### src/hdl/sskq_pkg.sv
// Shared types and codes for the stable sorted key queue.
// Used by the channel interfaces and the top level; depends on nothing.
`timescale 1ns / 1ps

package sskq_pkg;

   localparam int KEY_BITS     = 32;
   localparam int ID_PORT_BITS = 8;
   localparam int OCC_BITS     = 5;

   // Operation codes carried in the request mode field.
   localparam logic [1:0] MODE_INSERT = 2'd0;
   localparam logic [1:0] MODE_POP    = 2'd1;
   localparam logic [1:0] MODE_REMOVE = 2'd2;
   localparam logic [1:0] MODE_LOOKUP = 2'd3;

   // Status codes carried in the response.
   localparam logic [1:0] STAT_OK       = 2'd0;
   localparam logic [1:0] STAT_EMPTY    = 2'd1;
   localparam logic [1:0] STAT_FULL     = 2'd2;
   localparam logic [1:0] STAT_NOTFOUND = 2'd3;

   typedef struct packed {
      logic [1:0]                     mode;
      logic [ID_PORT_BITS-1:0]        entry_id;
      logic signed [KEY_BITS-1:0]     entry_key;
   } req_payload_type;

   typedef struct packed {
      logic [1:0]                     status;
      logic [ID_PORT_BITS-1:0]        out_id;
      logic signed [KEY_BITS-1:0]     out_key;
      logic                           found;
      logic [OCC_BITS-1:0]            occupancy;
   } rsp_payload_type;

endpackage

### src/hdl/sskq_req_if.sv
// Request channel of the stable sorted key queue: valid, ready and payload.
// Depends on sskq_pkg for the payload type.
`timescale 1ns / 1ps

interface sskq_req_if;
   logic                     valid;
   logic                     ready;
   sskq_pkg::req_payload_type payload;

   modport source (output valid, output payload, input ready);
   modport sink   (input valid, input payload, output ready);
endinterface

### src/hdl/sskq_rsp_if.sv
// Response channel of the stable sorted key queue: valid, ready and payload.
// Depends on sskq_pkg for the payload type.
`timescale 1ns / 1ps

interface sskq_rsp_if;
   logic                     valid;
   logic                     ready;
   sskq_pkg::rsp_payload_type payload;

   modport source (output valid, output payload, input ready);
   modport sink   (input valid, input payload, output ready);
endinterface

### src/hdl/sskq_ram.sv
// Generic simple dual-port RAM: one write port, one read port, registered read.
// No dependencies.
`timescale 1ns / 1ps

module sskq_ram #(
   parameter int WIDTH = 40,
   parameter int DEPTH = 16
) (
   input  logic                     clock,
   input  logic                     wr_en,
   input  logic [$clog2(DEPTH)-1:0] wr_addr,
   input  logic [WIDTH-1:0]         wr_data,
   input  logic                     rd_en,
   input  logic [$clog2(DEPTH)-1:0] rd_addr,
   output logic [WIDTH-1:0]         rd_data
);

   logic [WIDTH-1:0] mem [DEPTH];
   logic [WIDTH-1:0] rd_data_ff;

   always_ff @(posedge clock) begin
      if (wr_en) begin
         mem[wr_addr] <= wr_data;
      end
      if (rd_en) begin
         rd_data_ff <= mem[rd_addr];
      end
   end

   assign rd_data = rd_data_ff;

endmodule

### src/hdl/stable_sorted_key_queue_top.sv
// Top level of the stable sorted key queue: control sequencer around one RAM.
// Depends on sskq_pkg, sskq_req_if, sskq_rsp_if and sskq_ram.
`timescale 1ns / 1ps

// The queue holds up to QUEUE_DEPTH entries (id, signed key) in one RAM, sorted by
// ascending key with ties kept in arrival order, slot 0 being the head. One
// transaction is worked at a time, and the sequencer walks the RAM one slot per
// cycle through its single read port. A pop or remove walks every queued entry, a
// look-up stops at the slot of the match, and an insert walks back from the tail
// over the entries with a greater key. Full inserts and operations on an empty
// queue read no slot. A finished response sits in an output register, so the next
// request is accepted while it waits. The RAM needs no clearing after reset: only
// slots below the entry count are read.
module stable_sorted_key_queue_top #(
   parameter int QUEUE_DEPTH = 16,
   parameter int ID_BITS     = 8
) (
   input  logic       clock,
   input  logic       reset,
   sskq_req_if.sink   req_chan,
   sskq_rsp_if.source rsp_chan
);

   localparam int IdxW = $clog2(QUEUE_DEPTH);
   localparam int CntW = $clog2(QUEUE_DEPTH + 1);
   localparam int KeyW = sskq_pkg::KEY_BITS;
   localparam int RamW = ID_BITS + KeyW;

   localparam logic [2:0] S_IDLE = 3'd0;
   localparam logic [2:0] S_FWD  = 3'd1;
   localparam logic [2:0] S_BWD  = 3'd2;
   localparam logic [2:0] S_BFIN = 3'd3;
   localparam logic [2:0] S_DONE = 3'd4;

   logic [2:0]         state_ff, state_in;
   logic [CntW-1:0]    count_ff, count_in;
   logic [1:0]         mode_ff, mode_in;
   logic [ID_BITS-1:0] opid_ff, opid_in;
   logic [KeyW-1:0]    opkey_ff, opkey_in;
   logic [IdxW-1:0]    raddr_ff, raddr_in;
   logic               hit_ff, hit_in;
   logic [1:0]         rstat_ff, rstat_in;
   logic [ID_BITS-1:0] rid_ff, rid_in;
   logic [KeyW-1:0]    rkey_ff, rkey_in;
   logic               rfound_ff, rfound_in;
   logic               rsp_valid_ff, rsp_valid_in;
   sskq_pkg::rsp_payload_type rsp_data_ff, rsp_data_in;

   logic               ram_we;
   logic [IdxW-1:0]    ram_waddr;
   logic [RamW-1:0]    ram_wdata;
   logic               ram_re;
   logic [IdxW-1:0]    ram_raddr;
   logic [RamW-1:0]    ram_rdata;

   logic               req_accept;
   logic [ID_BITS-1:0] req_id;
   logic [ID_BITS-1:0] rd_id;
   logic [KeyW-1:0]    rd_key;
   logic [RamW-1:0]    new_entry;
   logic               rd_greater;
   logic               fwd_last;
   logic               fwd_match;
   logic               count_zero;
   logic               count_full;

   sskq_ram #(
      .WIDTH (RamW),
      .DEPTH (QUEUE_DEPTH)
   ) u_slots (
      .clock   (clock),
      .wr_en   (ram_we),
      .wr_addr (ram_waddr),
      .wr_data (ram_wdata),
      .rd_en   (ram_re),
      .rd_addr (ram_raddr),
      .rd_data (ram_rdata)
   );

   assign req_chan.ready = (state_ff == S_IDLE);
   assign req_accept     = req_chan.valid && (state_ff == S_IDLE);
   assign req_id         = ID_BITS'(req_chan.payload.entry_id);

   assign rd_id      = ram_rdata[RamW-1:KeyW];
   assign rd_key     = ram_rdata[KeyW-1:0];
   assign new_entry  = {opid_ff, opkey_ff};
   assign rd_greater = $signed(rd_key) > $signed(opkey_ff);
   assign fwd_last   = (CntW'(raddr_ff) + CntW'(1)) == count_ff;
   assign fwd_match  = (mode_ff == sskq_pkg::MODE_POP) || (rd_id == opid_ff);
   assign count_zero = (count_ff == '0);
   assign count_full = (count_ff == CntW'(QUEUE_DEPTH));

   // Inserts walk from the tail toward the head, moving each greater entry up by
   // one; removals walk from the head and, past the match, move each entry down.
   // The write always trails the read by two slots, so no read sees a stale slot.
   always_comb begin
      state_in     = state_ff;
      count_in     = count_ff;
      mode_in      = mode_ff;
      opid_in      = opid_ff;
      opkey_in     = opkey_ff;
      raddr_in     = raddr_ff;
      hit_in       = hit_ff;
      rstat_in     = rstat_ff;
      rid_in       = rid_ff;
      rkey_in      = rkey_ff;
      rfound_in    = rfound_ff;
      rsp_valid_in = rsp_valid_ff;
      rsp_data_in  = rsp_data_ff;
      ram_we       = 1'b0;
      ram_waddr    = '0;
      ram_wdata    = new_entry;
      ram_re       = 1'b0;
      ram_raddr    = '0;

      if (rsp_valid_ff && rsp_chan.ready) begin
         rsp_valid_in = 1'b0;
      end

      unique case (state_ff)
         S_IDLE: begin
            if (req_accept) begin
               mode_in  = req_chan.payload.mode;
               opid_in  = req_id;
               opkey_in = req_chan.payload.entry_key;
               hit_in   = 1'b0;
               if (req_chan.payload.mode == sskq_pkg::MODE_INSERT) begin
                  rstat_in  = sskq_pkg::STAT_OK;
                  rid_in    = req_id;
                  rkey_in   = req_chan.payload.entry_key;
                  rfound_in = 1'b0;
                  if (count_full) begin
                     rstat_in = sskq_pkg::STAT_FULL;
                     state_in = S_DONE;
                  end else if (count_zero) begin
                     ram_we    = 1'b1;
                     ram_waddr = '0;
                     ram_wdata = {req_id, req_chan.payload.entry_key};
                     count_in  = count_ff + CntW'(1);
                     state_in  = S_DONE;
                  end else begin
                     ram_re    = 1'b1;
                     ram_raddr = IdxW'(count_ff - CntW'(1));
                     raddr_in  = IdxW'(count_ff - CntW'(1));
                     state_in  = S_BWD;
                  end
               end else begin
                  rfound_in = 1'b0;
                  rkey_in   = '0;
                  if (req_chan.payload.mode == sskq_pkg::MODE_POP) begin
                     rstat_in = sskq_pkg::STAT_EMPTY;
                     rid_in   = '0;
                  end else begin
                     rstat_in = sskq_pkg::STAT_NOTFOUND;
                     rid_in   = req_id;
                  end
                  if (count_zero) begin
                     state_in = S_DONE;
                  end else begin
                     ram_re    = 1'b1;
                     ram_raddr = '0;
                     raddr_in  = '0;
                     state_in  = S_FWD;
                  end
               end
            end
         end

         S_BWD: begin
            ram_we    = 1'b1;
            ram_waddr = raddr_ff + 1'b1;
            if (rd_greater) begin
               ram_wdata = ram_rdata;
               if (raddr_ff == '0) begin
                  state_in = S_BFIN;
               end else begin
                  ram_re    = 1'b1;
                  ram_raddr = raddr_ff - 1'b1;
                  raddr_in  = raddr_ff - 1'b1;
               end
            end else begin
               ram_wdata = new_entry;
               count_in  = count_ff + CntW'(1);
               state_in  = S_DONE;
            end
         end

         S_BFIN: begin
            // Every queued key was greater, so the new entry becomes the head.
            ram_we    = 1'b1;
            ram_waddr = '0;
            ram_wdata = new_entry;
            count_in  = count_ff + CntW'(1);
            state_in  = S_DONE;
         end

         S_FWD: begin
            if (hit_ff) begin
               ram_we    = 1'b1;
               ram_waddr = raddr_ff - 1'b1;
               ram_wdata = ram_rdata;
            end else if (fwd_match) begin
               rstat_in  = sskq_pkg::STAT_OK;
               rid_in    = rd_id;
               rkey_in   = rd_key;
               rfound_in = (mode_ff != sskq_pkg::MODE_POP);
               hit_in    = 1'b1;
            end
            if (!hit_ff && fwd_match && (mode_ff == sskq_pkg::MODE_LOOKUP)) begin
               state_in = S_DONE;
            end else if (fwd_last) begin
               if (hit_ff || fwd_match) begin
                  count_in = count_ff - CntW'(1);
               end
               state_in = S_DONE;
            end else begin
               ram_re    = 1'b1;
               ram_raddr = raddr_ff + 1'b1;
               raddr_in  = raddr_ff + 1'b1;
            end
         end

         S_DONE: begin
            if (!rsp_valid_ff || rsp_chan.ready) begin
               rsp_valid_in          = 1'b1;
               rsp_data_in.status    = rstat_ff;
               rsp_data_in.out_id    = sskq_pkg::ID_PORT_BITS'(rid_ff);
               rsp_data_in.out_key   = rkey_ff;
               rsp_data_in.found     = rfound_ff;
               rsp_data_in.occupancy = sskq_pkg::OCC_BITS'(count_ff);
               state_in              = S_IDLE;
            end
         end

         default: begin
            state_in = S_IDLE;
         end
      endcase
   end

   always_ff @(posedge clock) begin
      if (reset) begin
         state_ff     <= S_IDLE;
         count_ff     <= '0;
         hit_ff       <= 1'b0;
         rsp_valid_ff <= 1'b0;
      end else begin
         state_ff     <= state_in;
         count_ff     <= count_in;
         hit_ff       <= hit_in;
         rsp_valid_ff <= rsp_valid_in;
      end
   end

   always_ff @(posedge clock) begin
      mode_ff     <= mode_in;
      opid_ff     <= opid_in;
      opkey_ff    <= opkey_in;
      raddr_ff    <= raddr_in;
      rstat_ff    <= rstat_in;
      rid_ff      <= rid_in;
      rkey_ff     <= rkey_in;
      rfound_ff   <= rfound_in;
      rsp_data_ff <= rsp_data_in;
   end

   assign rsp_chan.valid   = rsp_valid_ff;
   assign rsp_chan.payload = rsp_data_ff;

endmodule

### src/flat_wrapper.sv
// flat-port wrapper written by rule: the top's interface ports become plain ports
module stable_sorted_key_queue_top_flat 
#(
   parameter int QUEUE_DEPTH = 16,
   parameter int ID_BITS     = 8
)
  (clock, reset, req_chan_valid, req_chan_payload, req_chan_ready, rsp_chan_valid, rsp_chan_payload, rsp_chan_ready);
  sskq_req_if req_chan_i ();
  sskq_rsp_if rsp_chan_i ();
  input  logic clock;
  input  logic reset;
  input wire logic [$bits(req_chan_i.valid)-1:0] req_chan_valid;
  input wire logic [$bits(req_chan_i.payload)-1:0] req_chan_payload;
  output wire logic [$bits(req_chan_i.ready)-1:0] req_chan_ready;
  output wire logic [$bits(rsp_chan_i.valid)-1:0] rsp_chan_valid;
  output wire logic [$bits(rsp_chan_i.payload)-1:0] rsp_chan_payload;
  input wire logic [$bits(rsp_chan_i.ready)-1:0] rsp_chan_ready;
  assign req_chan_i.valid = req_chan_valid;
  assign req_chan_i.payload = req_chan_payload;
  assign req_chan_ready = req_chan_i.ready;
  assign rsp_chan_valid = rsp_chan_i.valid;
  assign rsp_chan_payload = rsp_chan_i.payload;
  assign rsp_chan_i.ready = rsp_chan_ready;
  stable_sorted_key_queue_top #(.QUEUE_DEPTH(QUEUE_DEPTH), .ID_BITS(ID_BITS)) u_core (.clock(clock), .reset(reset), .req_chan(req_chan_i), .rsp_chan(rsp_chan_i));
endmodule
### config.mk
export PLATFORM = sky130hd
export DESIGN_NAME = stable_sorted_key_queue_top_flat
export DESIGN_NICKNAME = d
export VERILOG_FILES = /design/src/hdl/sskq_pkg.sv /design/src/hdl/sskq_req_if.sv /design/src/hdl/sskq_rsp_if.sv /design/src/hdl/sskq_ram.sv /design/src/hdl/stable_sorted_key_queue_top.sv /design/src/flat_wrapper.sv
export SDC_FILE = /design/constraint.sdc
export NUM_CORES = 1
export LEC_CHECK = 0
export BUFFER_PORTS_ARGS = -buffer_cell sky130_fd_sc_hd__buf_2
export CAP_MARGIN = 40
export CORE_MARGIN = 10
export CORE_UTILIZATION = 40
export DETAILED_ROUTE_END_ITERATION = 8
export MAX_ROUTING_LAYER = met4
export PLACE_DENSITY = 0.62
export SLEW_MARGIN = 20
export SYNTH_ARGS = -nofsm -noshare
export SYNTH_HDL_FRONTEND = slang
export SYNTH_HIERARCHICAL = 1
export SYNTH_SLANG_ARGS = --single-unit
### constraint.sdc
create_clock -name clock -period 6.3 [get_ports clock]
set_input_delay 0.63 -clock clock [delete_from_list [all_inputs] [get_ports clock]]
set_output_delay 0.63 -clock clock [all_outputs]
set_load 0.02 [all_outputs]
### Word-level counts from Yosys, hierarchy flattened

Memories as Yosys holds them, arrays and structs flattened. A register that Yosys moved wholly into a read port is not among the register bits.
Index checks and enable logic that the tools add are counted.

| storage, ports and cells | value |
|---|---|
| flip-flop bits (word level) | 147 |
| RAM bits | 640 |
| output and inout port bits | 50 |
| logic and storage cells | 171 |
| memories kept | 1 |

| operators by class | value |
|---|---|
| $add $sub $neg | 5 |
| $lt $le $gt $ge | 1 |
| equality and inequality tests | 30 |
| multiplexer cells | 93 |
| reductions and logical operators | 24 |

Memory list:

| name | words | width | read ports | clocked after Yosys merged registers in | wr ports | line | source |
|---|---|---|---|---|---|---|---|
| u_core.u_slots.mem | 16 | 40 | 1 | 1 | 1 | sskq_ram.sv:18 | `logic [WIDTH-1:0] mem [DEPTH];` |

Operators by type and width:

| cell | count |
|---|---|
| $mux W40 | 6 |
| $mux W32 | 4 |
| $pmux W40 S3 | 1 |
| $mux W4 | 18 |
| $pmux W32 S2 | 1 |
| $mux W5 | 8 |
| $mux W8 | 5 |
| $gt A32 B32 Y1 | 1 |
| $mux W3 | 10 |
| $pmux W4 S3 | 2 |
| $mux W1 | 23 |
| $pmux W5 S4 | 1 |
| $ne A2 B1 Y1 const B | 9 |
| $reduce_and A9 Y1 | 2 |
| $pmux W8 S2 | 1 |
| $pmux W3 S5 | 1 |
| $mux W2 | 6 |
| $ne A2 B2 Y1 const B | 6 |
| $ne A3 B3 Y1 const B | 4 |
| $eq A8 B8 Y1 | 1 |
| $pmux W4 S2 | 1 |
| $reduce_and A4 Y1 | 2 |
| $eq A3 B2 Y1 const B | 2 |
| $pmux W1 S3 | 2 |
| other kinds (26) | 36 |

### Depth between registers and ports, before layout

Gate-level depths: netlist of run 1.

| logic depth | value |
|---|---|
| depth after elaboration | 8 |
| gate-level depth with buffers | 16 |
| gate-level depth less buffers | 13 |

### Hierarchy

The synthesis of run 1 kept the hierarchy.

By module, submodules not included:

| module | instances | cells each | area an instance (um^2) | seq. area each (um^2) |
|---|---|---|---|---|
| sskq_ram | 1 | 1040 | 25532.0 | 20419.6 |
| stable_sorted_key_queue_top | 1 | 716 | 7641.1 | 4314.1 |

### Least setup slack after synthesis of run 1

OpenSTA, ideal clock, no wires.

| timing | value |
|---|---|
| kind | register -> register |
| start point | reg u_core.state_ff[2] |
| end point | mem u_core.u_slots.mem[0][0] (enable) |
| arrival | 6159 ps |
| setup slack | -346 ps |
| stages on the path, launching flop included | 12 |
| path buffers | 2 |
| cell sequence | dfxtp_1 -> clkbuf_1 -> nor3_1 -> nand2_1 -> inv_2 -> nand2_1 -> nor3_1 -> clkbuf_1 -> nor3_1 -> nor2_1 -> or3b_2 -> nor3_1 |

| between the ends | value |
|---|---|
| longest elaborated chain between the ends | 6 |

Ends and longest elaborated chain:

| item | line | source |
|---|---|---|
| from (decl) | stable_sorted_key_queue_top.sv:35 | `logic [2:0] state_ff, state_in;` |
| from (signal assigned) | stable_sorted_key_queue_top.sv:248 | `state_ff <= state_in;` |
| $logic_not A3 Y1 (*) | -- |  |
| net req_chan_ready | flat_wrapper.sv:14 | `output wire logic [$bits(req_chan_i.ready)-1:0] req_chan_ready;` |
| $logic_and A1 B1 Y1 | stable_sorted_key_queue_top.sv:81 | `assign req_accept = req_chan.valid && (state_ff == S_IDLE);` |
| $mux W1 | stable_sorted_key_queue_top.sv:122 | `if (req_accept) begin` |
| $pmux W1 S3 (*) | stable_sorted_key_queue_top.sv:120 | `unique case (state_ff)` |
| net u_core.ram_we | stable_sorted_key_queue_top.sv:49 | `logic ram_we;` |
| $mux W1 (*) | sskq_ram.sv:22 | `if (wr_en) begin` |
| $mux W1 (implied by the code) (*) | sskq_ram.sv:23 | `mem[wr_addr] <= wr_data;` |
| to (decl) | sskq_ram.sv:18 |  |

The timed path passes the listed nets; every way through them passes the cells marked *.

### Final worst setup path of run 1

| timing | value |
|---|---|
| start point | reg u_core.u_slots.rd_data_ff[31] (netlist: u_core/u_slots/rd_data[31]) (read register of u_core.u_slots.mem) |
| end point | reg u_core.u_slots.rd_data_ff[14] (netlist: u_core/u_slots/rd_data[14]) (read register of u_core.u_slots.mem) (data pin) |

| between the ends | value |
|---|---|
| longest elaborated chain between the ends | 3 |

Ends and longest elaborated chain:

| item | line | source |
|---|---|---|
| from (decl) | sskq_ram.sv:19 | `logic [WIDTH-1:0] rd_data_ff;` |
| $gt A32 B32 Y1 | stable_sorted_key_queue_top.sv:87 | `assign rd_greater = $signed(rd_key) > $signed(opkey_ff);` |
| $mux W4 | stable_sorted_key_queue_top.sv:172 | `if (rd_greater) begin` |
| $pmux W4 S3 | stable_sorted_key_queue_top.sv:120 |  |
| net u_core.ram_raddr[3] | stable_sorted_key_queue_top.sv:53 | `logic [IdxW-1:0] ram_raddr;` |

The timed path passes the listed nets, and every way through them passes these cells.
A chain may end at the register's enable or synchronous reset.

==> flow_summary.json, run 1 <==
{
  "outcome": "completed",
  "grt_pass1_wl_um": 124000,
  "tritoncts": "yes",
  "die_w_um": 308,
  "power.density_mw_per_mm2": 429,
  "crit_chain": "ha_1, inv_1, a21oi_1, a211oi_1, o211ai_1, nor2_1, mux2i_1, o221ai_1, nor2b_4, buf_4, a22oi_1, nand2_1",
  "final.setup.tns_ns": 0,
  "drive_gt1_share_pct": 21.0,
  "synth_area_mm2": 0.0332,
  "place_area_mm2": 0.0352,
  "overflow": 0,
  "synth_top_family_by_area": "multiplexers",
  "synth.area.top_cells": "edfxtp_1 (74%), mux4_2 (6.8%), mux4_1 (4.8%), a22oi_1 (2.7%), nand2_1 (2.0%)",
  "design_area_mm2": 0.0379,
  "critical-path-top-delay-family": "simple AND/OR/NAND/NOR gates",
  "finalWirelength_um": 85000,
  "period_share_pct": 81.8,
  "cp_max_fo": 25,
  "cp-start-kind": "flop",
  "grt_pass1_vias": 17910,
  "initial_utilization_pct": 40.4,
  "synthSimpleGateAreaFrac_pct": 4.65,
  "post-cts-setup-buffers": 0,
  "path_clk_slew_ns": 0.06,
  "fillCellCount": 6750,
  "period_minus_slack_ns": 5.15,
  "gp_congestion": 0.930,
  "cts_max_level": 3,
  "path_class": "flop to flop",
  "synth_compound_area_share_pct": 4.97,
  "grt_antenna_before_repair": 8,
  "rsz0062_at_grt": "false",
  "seqCellArea_mm2": 0.0247,
  "ys_seq_elements": 827,
  "power.internal_w": 0.0113,
  "port_buffers": 95,
  "cts_sinks": 827,
  "area_growth_syn_to_layout_pct": 14.3,
  "gr-usage-all-layers_pct": 18.3,
  "dieArea_mm2": 0.0949,
  "cts_buffers": 80,
  "placed_cells": 2877,
  "slew_violations": 0,
  "dp_hpwl_um": 47900,
  "p_leak_nw": 12.3,
  "max-cap-violations": 0,
  "async_reset_ff_share_pct": 0,
  "final_cells": 3022,
  "synth_edf_count": 817,
  "skew_ns": 0.0466,
  "cts_hold_buffers": 0,
  "slew_headroom_pct": 37.1,
  "synth_ff_type": "edfxtp_1",
  "core_mm2": 0.0821,
  "io_pins": 96,
  "ctsResizeCount": 0,
  "synthCells": 1756,
  "cp.required_ns": 6.80,
  "slowest_stage": "nor2b_4",
  "finalSetupViolCount": 0,
  "clkPwrFrac_pct": 29.9,
  "vias_per_cell": 5.84,
  "hold_class": "primary input to flop",
  "fmax_mhz": 194,
  "insertion_delay_ns": 0.66,
  "rows": 105,
  "swShare_pct": 30.3,
  "ant_nets": 0,
  "grt_start_max_net_pins": 96,
  "yosysTopAreaCell": "edfxtp_1",
  "clockBufferDepth": 3,
  "synth_fa_ha_area_share_pct": 1.40,
  "synthXorXnorAreaFrac_pct": 0.528,
  "synth_cell_type_count": 64,
  "worstSetupEndpointType": "flop",
  "syn_nets": 1839,
  "switchingPower_w": 0.00493,
  "max-vdd-ir-drop_mv": 0.252,
  "drt-initial-drc-count": 1879,
  "nets": 1972,
  "yosysSeqAreaShare_pct": 74.6,
  "synth.area.mux_share_pct": 11.6,
  "max_stage_delay_ns": 0.75,
  "syn_area_per_cell_um2": 18.9,
  "wire_per_inst_um": 28.1,
  "via_count": 17653,
  "synth_top_area_share_pct": 74.0,
  "post-route-drc-count": 0,
  "cts_root_buf": "clkbuf_16",
  "mostFrequentLayoutCells": "edfxtp_1 (817), nand2_1 (175), a22oi_1 (120)",
  "dr.pass1.iters": 5,
  "layout_commonest_cell": "edfxtp_1",
  "synth-warning-count": 6,
  "critPathBufInv": 2,
  "worstMarginPinSlew_ns": 0.936,
  "pwr-share-comb_pct": 24.0,
  "multi_input_area_mm2": 0.00793,
  "die_y_um": 308,
  "p_seq_share_pct": 46.1,
  "worst_ep_arrival_time_ns": 5.66,
  "hold_viol_final": 0
}
==> synthesized netlist by cell type (6+ instances only) <==
cell        n
edfxtp_1  817
nand2_1   175
a22oi_1   120
mux4_2    100
clkbuf_1   62
mux4_1     60
o21ai_0    54
nand3_1    48
inv_1      39
ha_1       37
nor2_1     37
a21oi_1    24
nor3_1     17
xnor2_1    17
buf_2      14
buf_12     11
nand4_1    11
dfxtp_1    10
nor2b_1     9
nand2b_1    7
a211oi_1    6
nand3b_1    6
==> sequential cells by signal, summed over array words and instances (netlist names), 3 cells and up <==
register / cells
u_core/rkey_ff: 32
u_core/rid_ff: 8
u_core/u_slots/rd_data: 40
u_core/raddr_ff: 4
u_core/opid_ff: 8
u_core/opkey_ff: 32
u_core/u_slots/mem: 640
u_core/state_ff: 3
u_core/rsp_chan.payload: 48
u_core/count_ff: 5
==> layer usage <==
layer  vias up  share of wire (%)  GRT usage [%]
li1       7442                  -              -
met4         0                3.1           6.26
met2       800                 47           28.4
met1      9248                 41           23.8
met3       163                8.2           3.99
met5         -                  0              -
==> per-stage QoR <==
| stage | hold slack [ns] | power [W] | utilization (%) | worst slack [ns] |
|---|---|---|---|---|
| 6_report | 0.187 | 0.0162 | 46.2 | 1.15 |
| 5_1_grt | 0.170 | 0.0169 | 46.2 | 1.07 |
| 4_1_cts | 0.151 | 0.0163 | 46.2 | 1.31 |
| 3_5_place_dp | 0.405 | 0.0115 | 42.9 | 1.33 |
| 3_3_place_gp | 0.402 | 0.0114 | 42.8 | 1.40 |
| 2_1_floorplan | 0.400 | 0.0101 | - | 0.742 |
==> power groups by stage <==
stage          Clock [W]  Combinational (W)  Sequential [W]
2_1_floorplan          0            0.00253         0.00760
3_3_place_gp           0            0.00379         0.00757
3_5_place_dp           0            0.00389         0.00759
4_1_cts          0.00496            0.00390         0.00748
5_1_grt          0.00518            0.00420         0.00753
6_report         0.00486            0.00389         0.00749
==> cells by family after synthesis <==
logic type	Yosys count
XOR/XNOR	20
flip-flops	827
buffers and inverters	139
AO/OA/AOI/OAI	238
adder cells (fa/ha/maj)	37
multiplexers	162
AND/OR/NAND/NOR	333
==> worst paths after layout <==
kind | start | end | cells after the start | slack [ns]
hold / removal | req_chan_payload[27] | u_core/opkey_ff[27]$_DFFE_PP_ | 1 | 0.19
hold reg to reg | u_core/rid_ff[2]$_DFFE_PP_ | u_core/rsp_chan.payload[40]$_DFFE_PP_ | 0 | 0.42
setup / recovery | u_core/u_slots/rd_data[31]$_DFFE_PP_ | u_core/u_slots/rd_data[14]$_DFFE_PP_ | 12 | 1.15
setup reg to reg | u_core/u_slots/rd_data[31]$_DFFE_PP_ | u_core/u_slots/rd_data[14]$_DFFE_PP_ | 12 | 1.15
==> final cells by class <==
cell class,instances,share of cell area [%]
timing repair buffer,149,2.85
antenna,4,0.0264
tap,1070,3.53
inverter,41,0.406
clock inverter,51,1.63
sequential,827,65.3
clock buffer,90,5.38
multi-input combinational,790,20.9
(Power assumes the default switching activity.)
==> run 2, diff against run 1 <==
Settings changed: ABC_AREA set to 1, PLACE_DENSITY 0.62 to 0.6.
Clock period 6.3 ns to 5.3 ns, I/O delays scaled along.
==> run 2 against run 1 <==
Against the previous run: flip-flop and latch count stayed put; largest cell class unchanged; setup slack worse by 0.23 ns; hold slack worse by 0.11 ns; highest routed layer unchanged; die area is 12% higher; design area is 11% higher; cell count is 66% higher; largest power group unchanged; register-to-register slack worse by 0.23 ns; sequential share of layout area is 6.7 points lower; critical endpoint is now u_core/u_slots/rd_data[12]$_DFFE_PP_.
==> flow_summary.json, run 2 <==
{
  "outcome": "completed",
  "worst_ep_arrival_time_ns": 4.76,
  "critPathBufInv": 4,
  "overflow": 0,
  "path_depth": 22,
  "cp-start-kind": "flop",
  "grt_pass1_wl_um": 151000,
  "synthXorXnorAreaFrac_pct": 0.281,
  "finalWirelength_um": 100000,
  "cts_root_buf": "clkbuf_16",
  "insertion_delay_ns": 0.67,
  "synthSimpleGateAreaFrac_pct": 19.4,
  "period_share_pct": 82.7,
  "area_growth_syn_to_layout_pct": 12.7,
  "async_reset_ff_share_pct": 0,
  "tritoncts": "yes",
  "nets": 3797,
  "synth_edf_count": 817,
  "swShare_pct": 39.1,
  "p_leak_nw": 17.3,
  "cts_hold_buffers": 0,
  "dieArea_mm2": 0.106,
  "synth_top_family_by_area": "simple AND/OR/NAND/NOR gates",
  "mostFrequentLayoutCells": "nand2_1 (1102), edfxtp_1 (817), inv_1 (598)",
  "synth_ff_type": "edfxtp_1",
  "grt_pass1_vias": 23941,
  "ant_nets": 0,
  "utilization_pct": 45.4,
  "post-cts-setup-buffers": 0,
  "die_y_um": 326,
  "synth_area_mm2": 0.0374,
  "cts_max_level": 3,
  "drt-initial-drc-count": 2596,
  "synthTopCellsByCount": "nand2_1 (1104), edfxtp_1 (817), inv_1 (601)",
  "hold_ws_ns": 0.0754,
  "die_w_um": 326,
  "rsz0062_at_grt": "false",
  "power_w": 0.0249,
  "gp_congestion": 0.891,
  "max_stage_delay_ns": 0.60,
  "fmax_mhz": 228,
  "synth_top_area_share_pct": 65.5,
  "crit_top_cell": "nand2_1",
  "final.setup.tns_ns": 0,
  "crit_end": "u_core/u_slots/rd_data[12]$_DFFE_PP_",
  "worstMarginPinSlew_ns": 1.01,
  "synth.area.mux_share_pct": 0.0267,
  "synth.area.top_cells": "edfxtp_1 (66%), nand2_1 (11%), nand3_1 (6.8%), inv_1 (6.0%), o211ai_1 (1.4%)",
  "layout_commonest_cell": "nand2_1",
  "period_minus_slack_ns": 4.38,
  "worst-r2r-cell-count": 22,
  "skew_ns": 0.0380,
  "dp_hpwl_um": 56900,
  "syn_area_per_cell_um2": 10.3,
  "finalSetupViolCount": 0,
  "pwr-share-comb_pct": 36.8,
  "cp.required_ns": 5.68,
  "clkPwrFrac_pct": 22.5,
  "synth_cell_type_count": 41,
  "largest_reg_flops": 640,
  "io_pins": 96,
  "max-vdd-ir-drop_mv": 0.482,
  "yosysTopAreaCell": "edfxtp_1",
  "synthCells": 3648,
  "port_buffers": 95,
  "reg2reg_from": "u_core/u_slots/rd_data[11]$_DFFE_PP_",
  "core_mm2": 0.0930,
  "hold_class": "primary input to flop",
  "gr-usage-all-layers_pct": 18.9,
  "switchingPower_w": 0.00974,
  "synth-warning-count": 6,
  "slew_headroom_pct": 32.7,
  "wire_per_inst_um": 19.9,
  "crit_chain": "ha_1, nand2_1, inv_1, nand2_1, nor3_1, nand2_1, nand2_1, nand2_1, nand2_1, nand2_1, nand2_2, nand4_1, nand2_1, inv_1, o22ai_4, buf_4, buf_12, nand2_1, nand3_1, nand3_1, nand3_1, nand2_1",
  "slew_violations": 0,
  "via_count": 25771,
  "cp_max_fo": 107,
  "r2r_slack_ns": 0.92,
  "ctsResizeCount": 0,
  "path_clk_slew_ns": 0.06,
  "cp-startpoint": "u_core/u_slots/rd_data[11]$_DFFE_PP_",
  "reg2reg_to": "u_core/u_slots/rd_data[12]$_DFFE_PP_",
  "regMostFlops": "u_core/u_slots/mem",
  "power.internal_w": 0.0151,
  "worstSetupEndpointType": "flop",
  "rows": 112,
  "initial_utilization_pct": 40.2,
  "vias_per_cell": 5.12,
  "yosysMostFrequentCell": "nand2_1",
  "critical-path-top-delay-family": "simple AND/OR/NAND/NOR gates",
  "synth_fa_ha_area_share_pct": 1.24,
  "drive_gt1_share_pct": 8.61,
  "cts_sinks": 827,
  "clockBufferDepth": 3,
  "fillCellCount": 8561,
  "ys_seq_elements": 827,
  "slowest_stage": "nor3_1",
  "dr.pass1.iters": 6,
  "synth_compound_area_share_pct": 4.06,
  "grt_start_max_net_pins": 161,
  "max-cap-violations": 0,
  "syn_nets": 3731,
  "hold_viol_final": 0,
  "hp-start": "req_chan_payload[34]",
  "power.density_mw_per_mm2": 590,
  "yosysSeqAreaShare_pct": 66.1,
  "cts_buffers": 84,
  "p_seq_share_pct": 40.6,
  "path_class": "flop to flop",
  "post-route-drc-count": 0,
  "grt_antenna_before_repair": 1
}
-- run 2: logic make-up (layout without fill, tap and decap cells) --
group,Yosys count,count (layout)
buffers and inverters,790,917
adders and majority gates,37,37
and+or+nand+nor,1730,1730
other,0,2
muxes,1,1
xor gates and xnor gates,12,12
AOI/OAI and AO/OA,251,251
DFF,827,827
-- run 2: through the flow --
stage / cells / instance area [um2] / setup WS [ns]
final: 5031 / 42200 / 0.915
after global routing: 5030 / 42200 / 0.708
after CTS: 5022 / 42100 / 1.04
after detailed placement: 4875 / 39500 / 1.05
after global placement: 4869 / 39400 / 1.02
after floorplan: 3648 / 37400 / 0.247
-- run 2: layout make-up --
type                    count  area [um2]  area share (%)
clock inverters            47         412           0.975
well taps                1254        1570            3.72
multi-input cells        2031        9610            22.8
flip-flops and latches    827       24700            58.6
repair buffers            165        1430            3.40
diodes                      2        5.00          0.0119
inverters                 605        2280            5.41
clock buffers             100        2160            5.12
-- run 2: worst min path at each step --
| stage | to | slack [ns] | cells past startpoint |
|---|---|---|---|
| detailed placement | u_core/rsp_chan.payload[15]$_DFFE_PP_ | 0.40 | 0 |
| global route | u_core/opkey_ff[19]$_DFFE_PP_ | 0.06 | 1 |
| finish | u_core/opid_ff[2]$_DFFE_PP_ | 0.08 | 1 |
| floorplan | u_core/rsp_chan.payload[10]$_DFFE_PP_ | 0.40 | 0 |
| CTS | u_core/opkey_ff[19]$_DFFE_PP_ | 0.04 | 1 |
| global placement | u_core/rsp_chan.payload[18]$_DFFE_PP_ | 0.40 | 0 |
-- run 2: worst reg2reg max path, cell delays in order, from the launching register on --
cell	delay, ns
edfxtp_1	0.43
ha_1	0.35
nand2_1	0.06
inv_1	0.07
nand2_1	0.05
nor3_1	0.60
nand2_1	0.11
nand2_1	0.08
nand2_1	0.06
nand2_1	0.06
nand2_1	0.06
nand2_2	0.10
nand4_1	0.27
nand2_1	0.14
inv_1	0.11
o22ai_4	0.21
buf_4	0.27
buf_12	0.39
nand2_1	0.26
nand3_1	0.13
nand3_1	0.08
nand3_1	0.11
nand2_1	0.12
-- run 2: metal layers --
layer  wire length (um)  up-vias  share of wire, %  track usage [%]
met2              44800      966                45             28.4
met3               8490      162               8.5             3.40
li1                   -    12235                 -                -
met4               2810        0               2.8             6.36
met1              43900    12408                44             25.7
met5                  0        -                 0                -
-- run 2: power by group through the flow --
stage | sequential [W] | clock [W] | combinational [W]
after floorplan | 0.0101 | 0 | 0.00587
after global placement | 0.0103 | 0 | 0.00879
after detailed placement | 0.0103 | 0 | 0.00900
after CTS | 0.0101 | 0.00573 | 0.00903
after global routing | 0.0102 | 0.00601 | 0.0101
final | 0.0101 | 0.00561 | 0.00916
